### src/rtl/ubxp_pkg.sv
`default_nettype none
package ubxp_pkg;

    // frame layout
    localparam logic [7:0] SYNC_CHAR_1 = 8'hB5;
    localparam logic [7:0] SYNC_CHAR_2 = 8'h62;
    localparam logic [7:0] NAV_CLASS   = 8'h01;
    localparam logic [7:0] PVT_ID      = 8'h07;

    // largest payload that is accepted; longer frames end early
    localparam int unsigned PAYLOAD_MAX = 128;
    localparam int unsigned PVT_MIN_LEN = 92;

    // payload byte offsets of the captured NAV-PVT fields
    localparam logic [7:0] OFS_LON = 8'd24;
    localparam logic [7:0] OFS_LAT = 8'd28;
    localparam logic [7:0] OFS_SPD = 8'd60;
    localparam logic [7:0] OFS_HDG = 8'd64;

    // status codes
    localparam logic [1:0] ST_PVT     = 2'd0;
    localparam logic [1:0] ST_OTHER   = 2'd1;
    localparam logic [1:0] ST_CK_FAIL = 2'd2;
    localparam logic [1:0] ST_TOO_LONG = 2'd3;

    // speed: mm/s / 10, saturated at 65535 (reached from 655360 up)
    localparam logic [31:0] SPD_SAT_IN  = 32'd655360;
    localparam logic [15:0] SPD_SAT_OUT = 16'hFFFF;
    localparam logic [19:0] SPD_RECIP   = 20'd838861;   // ceil(2^23 / 10)
    localparam int unsigned SPD_SHIFT   = 23;

    // heading: 1e-5 deg / 10000, saturated at 3600 (reached from 36010000 up)
    localparam logic [31:0] HDG_SAT_IN  = 32'd36010000;
    localparam logic [11:0] HDG_SAT_OUT = 12'd3600;
    localparam logic [25:0] HDG_RECIP   = 26'd54975582; // ceil(2^39 / 10000)
    localparam int unsigned HDG_SHIFT   = 39;

    // queue depth between parser and result stage
    localparam int unsigned QUEUE_DEPTH = 2;

    // one frame-end record from the parser
    typedef struct packed {
        logic [1:0]  status;
        logic [7:0]  frm_class;
        logic [7:0]  frm_id;
        logic [31:0] lat_raw;
        logic [31:0] lon_raw;
        logic [31:0] spd_raw;
        logic [31:0] hdg_raw;
    } t_frm_rec;

endpackage
`default_nettype wire

### src/rtl/ubx_nav_pvt_frame_parser.sv
`default_nettype none
// channel | dir | fields (lowest bit first)
// s_axis  | in  | tdata[7:0] rx_byte
// m_axis  | out | tuser[1:0] frame_status; tdata[111:0] frame_class, frame_id,
//         |     | latitude, longitude, ground_speed, heading, 4 zero bits
//
// One byte is taken every cycle while the two-entry record queue has room.
// A frame end passes through the queue write, the multiply stage and the output
// register before it shows on m_axis.
// Reset (synchronous, active low) puts the parser back to the first sync byte
// and empties the queue and the result pipeline.
// A stalled m_axis holds its item; s_axis drops tready only when the queue is full.
module ubx_nav_pvt_frame_parser (
    input  wire logic           i_clk,
    input  wire logic           i_rst_n,
    input  wire logic           s_axis_tvalid,
    output logic                s_axis_tready,
    input  wire logic [7:0]     s_axis_tdata,   // [7:0] rx_byte
    output logic                m_axis_tvalid,
    input  wire logic           m_axis_tready,
    output logic [111:0]        m_axis_tdata,   // class, id, lat, lon, speed, heading
    output logic [1:0]          m_axis_tuser    // [1:0] frame_status
);
    import ubxp_pkg::*;

    t_frm_rec w_push_rec;
    t_frm_rec w_pop_rec;
    logic     w_push;
    logic     w_full;
    logic     w_q_valid;
    logic     w_pop;

    // byte parser
    ubxp_front u_front (
        .i_clk      (i_clk),
        .i_rst_n    (i_rst_n),
        .i_byte_vld (s_axis_tvalid),
        .i_byte     (s_axis_tdata),
        .i_q_full   (w_full),
        .o_byte_rdy (s_axis_tready),
        .o_push     (w_push),
        .o_rec      (w_push_rec)
    );

    // record queue
    ubxp_fifo u_fifo (
        .i_clk   (i_clk),
        .i_rst_n (i_rst_n),
        .i_push  (w_push),
        .i_rec   (w_push_rec),
        .o_full  (w_full),
        .o_valid (w_q_valid),
        .o_rec   (w_pop_rec),
        .i_pop   (w_pop)
    );

    // scaling and output
    ubxp_back u_back (
        .i_clk      (i_clk),
        .i_rst_n    (i_rst_n),
        .i_valid    (w_q_valid),
        .i_rec      (w_pop_rec),
        .o_pop      (w_pop),
        .o_m_tvalid (m_axis_tvalid),
        .i_m_tready (m_axis_tready),
        .o_m_tdata  (m_axis_tdata),
        .o_m_tuser  (m_axis_tuser)
    );

endmodule
`default_nettype wire

### src/rtl/ubxp_front.sv
`default_nettype none
module ubxp_front (
    input  wire logic              i_clk,
    input  wire logic              i_rst_n,
    input  wire logic              i_byte_vld,
    input  wire logic [7:0]        i_byte,
    input  wire logic              i_q_full,
    output logic                   o_byte_rdy,
    output logic                   o_push,
    output ubxp_pkg::t_frm_rec     o_rec
);
    import ubxp_pkg::*;

    // parser phases
    localparam logic [3:0] PH_SYNC1 = 4'd0;
    localparam logic [3:0] PH_SYNC2 = 4'd1;
    localparam logic [3:0] PH_CLASS = 4'd2;
    localparam logic [3:0] PH_ID    = 4'd3;
    localparam logic [3:0] PH_LEN1  = 4'd4;
    localparam logic [3:0] PH_LEN2  = 4'd5;
    localparam logic [3:0] PH_BODY  = 4'd6;
    localparam logic [3:0] PH_CKA   = 4'd7;
    localparam logic [3:0] PH_CKB   = 4'd8;

    logic [3:0]  r_phase, n_phase;
    logic [7:0]  r_class, n_class;
    logic [7:0]  r_id, n_id;
    logic [15:0] r_len, n_len;
    logic [7:0]  r_idx, n_idx;
    logic [7:0]  r_sum_a, n_sum_a;
    logic [7:0]  r_sum_b, n_sum_b;
    logic [31:0] r_lat, r_lon, r_spd, r_hdg;

    logic        w_acc;
    logic [7:0]  w_acc_a;
    logic [7:0]  w_acc_b;
    logic [15:0] w_len_full;
    logic [8:0]  w_idx_inc;
    logic        w_emit;
    logic [1:0]  w_status;

    // one byte a cycle while the queue has room
    assign o_byte_rdy = !i_q_full;
    assign w_acc      = i_byte_vld && o_byte_rdy;

    // Fletcher-8 running sums
    assign w_acc_a    = r_sum_a + i_byte;
    assign w_acc_b    = r_sum_b + w_acc_a;
    assign w_len_full = {i_byte, r_len[7:0]};
    assign w_idx_inc  = {1'b0, r_idx} + 9'd1;

    // frame tracking
    always_comb begin
        n_phase  = r_phase;
        n_class  = r_class;
        n_id     = r_id;
        n_len    = r_len;
        n_idx    = r_idx;
        n_sum_a  = r_sum_a;
        n_sum_b  = r_sum_b;
        w_emit   = 1'b0;
        w_status = ST_OTHER;
        if (w_acc) begin
            case (r_phase)
                PH_SYNC1: begin
                    n_phase = (i_byte == SYNC_CHAR_1) ? PH_SYNC2 : PH_SYNC1;
                end
                PH_SYNC2: begin
                    if (i_byte == SYNC_CHAR_2) begin
                        n_phase = PH_CLASS;
                        n_sum_a = 8'd0;
                        n_sum_b = 8'd0;
                    end else begin
                        n_phase = PH_SYNC1;
                    end
                end
                PH_CLASS: begin
                    n_class = i_byte;
                    n_sum_a = w_acc_a;
                    n_sum_b = w_acc_b;
                    n_phase = PH_ID;
                end
                PH_ID: begin
                    n_id    = i_byte;
                    n_sum_a = w_acc_a;
                    n_sum_b = w_acc_b;
                    n_phase = PH_LEN1;
                end
                PH_LEN1: begin
                    n_len   = {8'd0, i_byte};
                    n_sum_a = w_acc_a;
                    n_sum_b = w_acc_b;
                    n_phase = PH_LEN2;
                end
                PH_LEN2: begin
                    n_len   = w_len_full;
                    n_sum_a = w_acc_a;
                    n_sum_b = w_acc_b;
                    n_idx   = 8'd0;
                    if (w_len_full > 16'(PAYLOAD_MAX)) begin
                        n_phase  = PH_SYNC1;
                        w_emit   = 1'b1;
                        w_status = ST_TOO_LONG;
                    end else if (w_len_full == 16'd0) begin
                        n_phase = PH_CKA;
                    end else begin
                        n_phase = PH_BODY;
                    end
                end
                PH_BODY: begin
                    n_sum_a = w_acc_a;
                    n_sum_b = w_acc_b;
                    n_idx   = w_idx_inc[7:0];
                    if ({7'd0, w_idx_inc} >= r_len) begin
                        n_phase = PH_CKA;
                    end
                end
                PH_CKA: begin
                    if (i_byte == r_sum_a) begin
                        n_phase = PH_CKB;
                    end else begin
                        n_phase  = PH_SYNC1;
                        w_emit   = 1'b1;
                        w_status = ST_CK_FAIL;
                    end
                end
                PH_CKB: begin
                    n_phase = PH_SYNC1;
                    w_emit  = 1'b1;
                    if (i_byte != r_sum_b) begin
                        w_status = ST_CK_FAIL;
                    end else if (r_class == NAV_CLASS && r_id == PVT_ID &&
                                 r_len >= 16'(PVT_MIN_LEN)) begin
                        w_status = ST_PVT;
                    end else begin
                        w_status = ST_OTHER;
                    end
                end
                default: begin
                    n_phase = PH_SYNC1;
                end
            endcase
        end
    end

    always_ff @(posedge i_clk) begin
        if (!i_rst_n) begin
            r_phase <= PH_SYNC1;
            r_class <= 8'd0;
            r_id    <= 8'd0;
            r_len   <= 16'd0;
            r_idx   <= 8'd0;
            r_sum_a <= 8'd0;
            r_sum_b <= 8'd0;
        end else begin
            r_phase <= n_phase;
            r_class <= n_class;
            r_id    <= n_id;
            r_len   <= n_len;
            r_idx   <= n_idx;
            r_sum_a <= n_sum_a;
            r_sum_b <= n_sum_b;
        end
    end

    // keep only the payload bytes that feed a PVT result
    always_ff @(posedge i_clk) begin
        if (w_acc && r_phase == PH_BODY) begin
            if (r_idx inside {[OFS_LON : OFS_LON + 8'd3]}) begin
                r_lon[{r_idx[1:0], 3'b000} +: 8] <= i_byte;
            end
            if (r_idx inside {[OFS_LAT : OFS_LAT + 8'd3]}) begin
                r_lat[{r_idx[1:0], 3'b000} +: 8] <= i_byte;
            end
            if (r_idx inside {[OFS_SPD : OFS_SPD + 8'd3]}) begin
                r_spd[{r_idx[1:0], 3'b000} +: 8] <= i_byte;
            end
            if (r_idx inside {[OFS_HDG : OFS_HDG + 8'd3]}) begin
                r_hdg[{r_idx[1:0], 3'b000} +: 8] <= i_byte;
            end
        end
    end

    // frame-end record
    assign o_push            = w_emit;
    assign o_rec.status      = w_status;
    assign o_rec.frm_class   = r_class;
    assign o_rec.frm_id      = r_id;
    assign o_rec.lat_raw     = r_lat;
    assign o_rec.lon_raw     = r_lon;
    assign o_rec.spd_raw     = r_spd;
    assign o_rec.hdg_raw     = r_hdg;

endmodule
`default_nettype wire

### src/rtl/ubxp_fifo.sv
`default_nettype none
module ubxp_fifo (
    input  wire logic              i_clk,
    input  wire logic              i_rst_n,
    input  wire logic              i_push,
    input  wire ubxp_pkg::t_frm_rec i_rec,
    output logic                   o_full,
    output logic                   o_valid,
    output ubxp_pkg::t_frm_rec     o_rec,
    input  wire logic              i_pop
);
    import ubxp_pkg::*;

    localparam int unsigned PTR_W = (QUEUE_DEPTH > 1) ? $clog2(QUEUE_DEPTH) : 1;
    localparam int unsigned CNT_W = $clog2(QUEUE_DEPTH + 1);
    localparam logic [PTR_W-1:0] LAST_PTR = PTR_W'(QUEUE_DEPTH - 1);

    t_frm_rec         r_mem [QUEUE_DEPTH];
    logic [PTR_W-1:0] r_wptr, n_wptr;
    logic [PTR_W-1:0] r_rptr, n_rptr;
    logic [CNT_W-1:0] r_count, n_count;
    logic             w_wr;
    logic             w_rd;

    assign o_full  = (r_count == CNT_W'(QUEUE_DEPTH));
    assign o_valid = (r_count != '0);
    assign o_rec   = r_mem[r_rptr];
    assign w_wr    = i_push && !o_full;
    assign w_rd    = i_pop && o_valid;

    // pointer and fill bookkeeping
    always_comb begin
        n_wptr  = r_wptr;
        n_rptr  = r_rptr;
        n_count = r_count;
        if (w_wr) begin
            n_wptr = (r_wptr == LAST_PTR) ? '0 : r_wptr + PTR_W'(1);
        end
        if (w_rd) begin
            n_rptr = (r_rptr == LAST_PTR) ? '0 : r_rptr + PTR_W'(1);
        end
        if (w_wr && !w_rd) begin
            n_count = r_count + CNT_W'(1);
        end else if (w_rd && !w_wr) begin
            n_count = r_count - CNT_W'(1);
        end
    end

    always_ff @(posedge i_clk) begin
        if (!i_rst_n) begin
            r_wptr  <= '0;
            r_rptr  <= '0;
            r_count <= '0;
        end else begin
            r_wptr  <= n_wptr;
            r_rptr  <= n_rptr;
            r_count <= n_count;
        end
    end

    // entry storage
    always_ff @(posedge i_clk) begin
        if (w_wr) begin
            r_mem[r_wptr] <= i_rec;
        end
    end

endmodule
`default_nettype wire

### src/rtl/ubxp_back.sv
`default_nettype none
module ubxp_back (
    input  wire logic              i_clk,
    input  wire logic              i_rst_n,
    input  wire logic              i_valid,
    input  wire ubxp_pkg::t_frm_rec i_rec,
    output logic                   o_pop,
    output logic                   o_m_tvalid,
    input  wire logic              i_m_tready,
    output logic [111:0]           o_m_tdata,
    output logic [1:0]             o_m_tuser
);
    import ubxp_pkg::*;

    localparam int unsigned SPD_PW = 40;
    localparam int unsigned HDG_PW = 52;

    // stage 1: scaling products and range flags
    logic              r_s1_v;
    logic [1:0]        r_s1_status;
    logic [7:0]        r_s1_class;
    logic [7:0]        r_s1_id;
    logic [31:0]       r_s1_lat;
    logic [31:0]       r_s1_lon;
    logic              r_s1_spd_pos;
    logic              r_s1_spd_sat;
    logic [SPD_PW-1:0] r_s1_spd_prod;
    logic              r_s1_hdg_pos;
    logic              r_s1_hdg_sat;
    logic [HDG_PW-1:0] r_s1_hdg_prod;

    // stage 2: output register
    logic              r_o_v;
    logic [111:0]      r_o_data;
    logic [1:0]        r_o_user;

    logic              w_adv_o;
    logic              w_load_s1;
    logic              w_pvt;
    logic [15:0]       w_speed;
    logic [11:0]       w_heading;
    logic [31:0]       w_lat;
    logic [31:0]       w_lon;

    assign w_adv_o   = !r_o_v || i_m_tready;
    assign w_load_s1 = !r_s1_v || w_adv_o;
    assign o_pop     = i_valid && w_load_s1;

    always_ff @(posedge i_clk) begin
        if (!i_rst_n) begin
            r_s1_v <= 1'b0;
            r_o_v  <= 1'b0;
        end else begin
            if (w_load_s1) begin
                r_s1_v <= i_valid;
            end
            if (w_adv_o) begin
                r_o_v <= r_s1_v;
            end
        end
    end

    // divide by reciprocal multiply on the clamped range
    always_ff @(posedge i_clk) begin
        if (w_load_s1) begin
            r_s1_status   <= i_rec.status;
            r_s1_class    <= i_rec.frm_class;
            r_s1_id       <= i_rec.frm_id;
            r_s1_lat      <= i_rec.lat_raw;
            r_s1_lon      <= i_rec.lon_raw;
            r_s1_spd_pos  <= !i_rec.spd_raw[31] && (i_rec.spd_raw != 32'd0);
            r_s1_spd_sat  <= i_rec.spd_raw >= SPD_SAT_IN;
            r_s1_spd_prod <= i_rec.spd_raw[19:0] * SPD_RECIP;
            r_s1_hdg_pos  <= !i_rec.hdg_raw[31] && (i_rec.hdg_raw != 32'd0);
            r_s1_hdg_sat  <= i_rec.hdg_raw >= HDG_SAT_IN;
            r_s1_hdg_prod <= i_rec.hdg_raw[25:0] * HDG_RECIP;
        end
    end

    // saturate and clear the fields of non-PVT results
    always_comb begin
        w_pvt     = (r_s1_status == ST_PVT);
        w_speed   = 16'd0;
        w_heading = 12'd0;
        w_lat     = 32'd0;
        w_lon     = 32'd0;
        if (w_pvt) begin
            w_lat = r_s1_lat;
            w_lon = r_s1_lon;
            if (r_s1_spd_pos) begin
                w_speed = r_s1_spd_sat ? SPD_SAT_OUT : r_s1_spd_prod[SPD_SHIFT +: 16];
            end
            if (r_s1_hdg_pos) begin
                w_heading = r_s1_hdg_sat ? HDG_SAT_OUT : r_s1_hdg_prod[HDG_SHIFT +: 12];
            end
        end
    end

    always_ff @(posedge i_clk) begin
        if (w_adv_o) begin
            r_o_user <= r_s1_status;
            r_o_data <= {4'd0, w_heading, w_speed, w_lon, w_lat, r_s1_id, r_s1_class};
        end
    end

    assign o_m_tvalid = r_o_v;
    assign o_m_tdata  = r_o_data;
    assign o_m_tuser  = r_o_user;

endmodule
`default_nettype wire

### config.mk
export PLATFORM = sky130hd
export DESIGN_NAME = ubx_nav_pvt_frame_parser
export DESIGN_NICKNAME = d
export VERILOG_FILES = /design/src/rtl/ubxp_pkg.sv /design/src/rtl/ubx_nav_pvt_frame_parser.sv /design/src/rtl/ubxp_front.sv /design/src/rtl/ubxp_fifo.sv /design/src/rtl/ubxp_back.sv
export SDC_FILE = /design/constraint.sdc
export NUM_CORES = 2
export LEC_CHECK = 0
export ABC_CLOCK_PERIOD_IN_PS = 10400
export BUFFER_PORTS_ARGS = -buffer_cell sky130_fd_sc_hd__buf_2
export CORE_MARGIN = 4
export CORE_UTILIZATION = 35
export DETAILED_ROUTE_END_ITERATION = 10
export HOLD_SLACK_MARGIN = 0.05
export SLEW_MARGIN = 10
export SYNTH_ARGS = -nofsm -noshare
export SYNTH_HDL_FRONTEND = slang
export SYNTH_HIERARCHICAL = 1
export SYNTH_SLANG_ARGS = --single-unit
export TNS_END_PERCENT = 30
### constraint.sdc
create_clock -name i_clk -period 10.4 [get_ports i_clk]
set_input_delay 2.08 -clock i_clk [delete_from_list [all_inputs] [get_ports i_clk]]
set_output_delay 2.08 -clock i_clk [all_outputs]
set_load 0.03 [all_outputs]
==> reports/metrics.yaml <==
status: "finished clean"
synth_commonest_cells: "inv_1, edfxtp_1, ha_1, fa_1, mux2_2"
power-per-cell-area_nw_per_um2: 137
drt_iter0_drc: 1687
antenna_found_initial: 7
via_per_inst: 4.67
nFillCells: 12244
combPwrFrac_pct: 15.7
drt-total-wl_um: 106000
htreeDepth: 3
worst_slew_pin_slew_ns: 1.05
rsz0062_at_grt: "false"
coreArea_sq_um: 128000
hold_viol: 0
setup_violations: 0
p_sw_share_pct: 26.2
wire_per_inst_um: 19.8
synth_edf_count: 644
critPathMaxFanout: 47
first_pass_iters: 4
skew_ns: 0.0332
slew_viol_final: 0
clk_pin_slew_worst_paths_ns: 0.06
cts_tree: "yes"
ctsResizeCount: 0
crit_path_end_kind: "flop"
dp_hpwl_um: 81800
leakage_nw: 22.2
n_antenna_cell: 0
syn_area_sq_um: 45300
fp.dieW_um: 368
via_count: 24980
yosys_warnings: 6
cts_buffers: 78
worstHoldPathType: "reg -> reg"
synthTopCellsByArea: "edfxtp_1, fa_1, ha_1, inv_1, mux2_2"
portBuffers: 123
syn_inst: 3403
clock-sinks: 711
p_int_w: 0.00509
drive_above_1_share_pct: 11.6
finalCriticalPeriod_ns: 8.13
die_h_um: 368
p_sw_w: 0.00181
dp.cells: 5212
seq_area_frac_synth_pct: 45.6
ys_async_sr_fraction_pct: 0
p_clk_share_pct: 38.2
tns_ns: 0
overflow: 0
synth_ff_type: "edfxtp_1"
ant_nets: 0
post-cts-setup-buffers: 0
critPathKind: "reg -> reg"
netlist.area_leader.share_pct: 42.6
fmax_ghz: 0.123
grt_pass1_wl_um: 164000
grt_usage_pct: 15.9
p_total_w: 0.00690
cts_root_buf: "clkbuf_16"
critPathLaunchType: "flop"
row_count: 131
synth_area_per_cell_sq_um: 13.3
clk_latency_ns: 0.65
nets: 4507
stdcell_count: 5354
fin_area_sq_um: 50400
grt_pass1_vias: 26413
drv_cap: 0
initial_utilization_pct: 35.4
area_delta_synth_final_pct: 11.1
grt_max_degree: 71
max-slew-margin-rel_pct: 30.2
post-synth-top-count-cell: "inv_1"
period_share_pct: 78.1
cp.required_ns: 10.79
synthDistinctLibCells: 77
io_pins: 128
cp_data_arrival_time_ns: 8.52
hold_buffers: 0
ys_seq_elements: 711
gp_congestion: 0.902
dieArea_sq_um: 135000
placed_area_sq_um: 47900
synth_top_area_cell: "edfxtp_1"
drc: 0
clockBufferDepth: 3
peakVddDrop_mv: 0.114
p_seq_share_pct: 46.1
cell families after synthesis:
kind of cell,after synthesis,synth area share (%)
compound gates,237,3.53
xor+xnor,67,1.37
fa+ha+maj,932,32.8
buf+inv,822,7.08
flops,711,45.6
mux,179,4.35
other cells,1,0.00827
simple gates,454,5.29
routing by layer:
metal,part of all wire [%],track usage (%)
met4,2.2,4.20
met5,0,0
met3,5.1,2.97
met2,47,25.4
met1,46,22.4
power groups by stage:
stage | Sequential [W] | Clock (W) | Combinational [W]
floorplan | 0.00324 | 0 | 0.000789
global placement | 0.00324 | 0 | 0.00108
detailed placement | 0.00324 | 0 | 0.00109
CTS | 0.00318 | 0.00273 | 0.00110
global route | 0.00318 | 0.00285 | 0.00125
finish | 0.00318 | 0.00264 | 0.00108
cells in the final DEF, fill, tap and decap left out, types with 20 or more instances in the layout:
master and n:
fa_1 426, and2_1 127, dfxtp_1 66, edfxtp_1 644
a21oi_1 70, ha_1 506, o21a_1 26, nor2_1 104
o21ai_0 30, a21o_1 20, mux2_2 146, xnor2_1 47
mux2i_1 33, buf_2 123, nand2_1 62, inv_1 757
nand3_1 39, clkbuf_16 81
final cells by class:
type	count	area, sq um	area share (%)
Multi-Input combinational cell	1873	21500	42.7
Sequential cell	711	20700	41.1
Inverter	760	2860	5.67
Tap cell	1729	2160	4.29
Clock buffer	95	2080	4.13
Timing Repair Buffer	139	736	1.46
Clock inverter	47	369	0.733
path summary, 6_finish.rpt:
path                   startpoint                       end  depth (start not counted)  slack (ns)
max                          flop  u_back/r_s1_hdg_prod[50]                         22        2.27
min reg2reg  u_back/r_s1_class[1]       u_back/o_m_tdata[1]                          0        0.42
min          u_back/r_s1_class[1]       u_back/o_m_tdata[1]                          0        0.42
max reg2reg                  flop  u_back/r_s1_hdg_prod[50]                         22        2.27
sequential cells by signal, summed over array words and instances (netlist names), 12 cells and up, named ones only:
name,cells
u_front/r_spd,32
u_fifo/r_mem,292
u_back/r_s1_lon,32
u_back/o_m_tdata,108
u_front/r_len,16
u_back/r_s1_hdg_prod,12
u_back/r_s1_lat,32
u_front/r_lat,32
u_front/r_hdg,32
u_back/r_s1_spd_prod,16
u_front/r_lon,32
worst max-delay path, cell delays in order, from the launching register on:
cell      delay (ns)
dfxtp_4         0.77
mux2_2          0.56
inv_1           0.20
ha_1            0.40
inv_1           0.12
fa_1            0.60
fa_1            0.45
fa_1            0.50
inv_1           0.06
fa_1            0.50
fa_1            0.54
inv_1           0.06
fa_1            0.53
inv_1           0.04
ha_1            0.33
a211oi_1        0.32
o21bai_1        0.16
a221oi_1        0.53
nand2b_1        0.18
o31ai_4         0.42
o21ai_1         0.24
a31oi_1         0.25
xnor2_1         0.09
stage by stage:
step                setup WS (ns)  util (%)  hold slack [ns]
floorplan                   0.807         -            0.400
global placement             2.26      37.4            0.408
detailed placement           2.22      37.4            0.405
CTS                          2.20      39.3            0.411
global route                 1.78      39.3            0.419
finish                       2.27      39.3            0.416
Note: power is estimated with default switching activity, not from simulation.
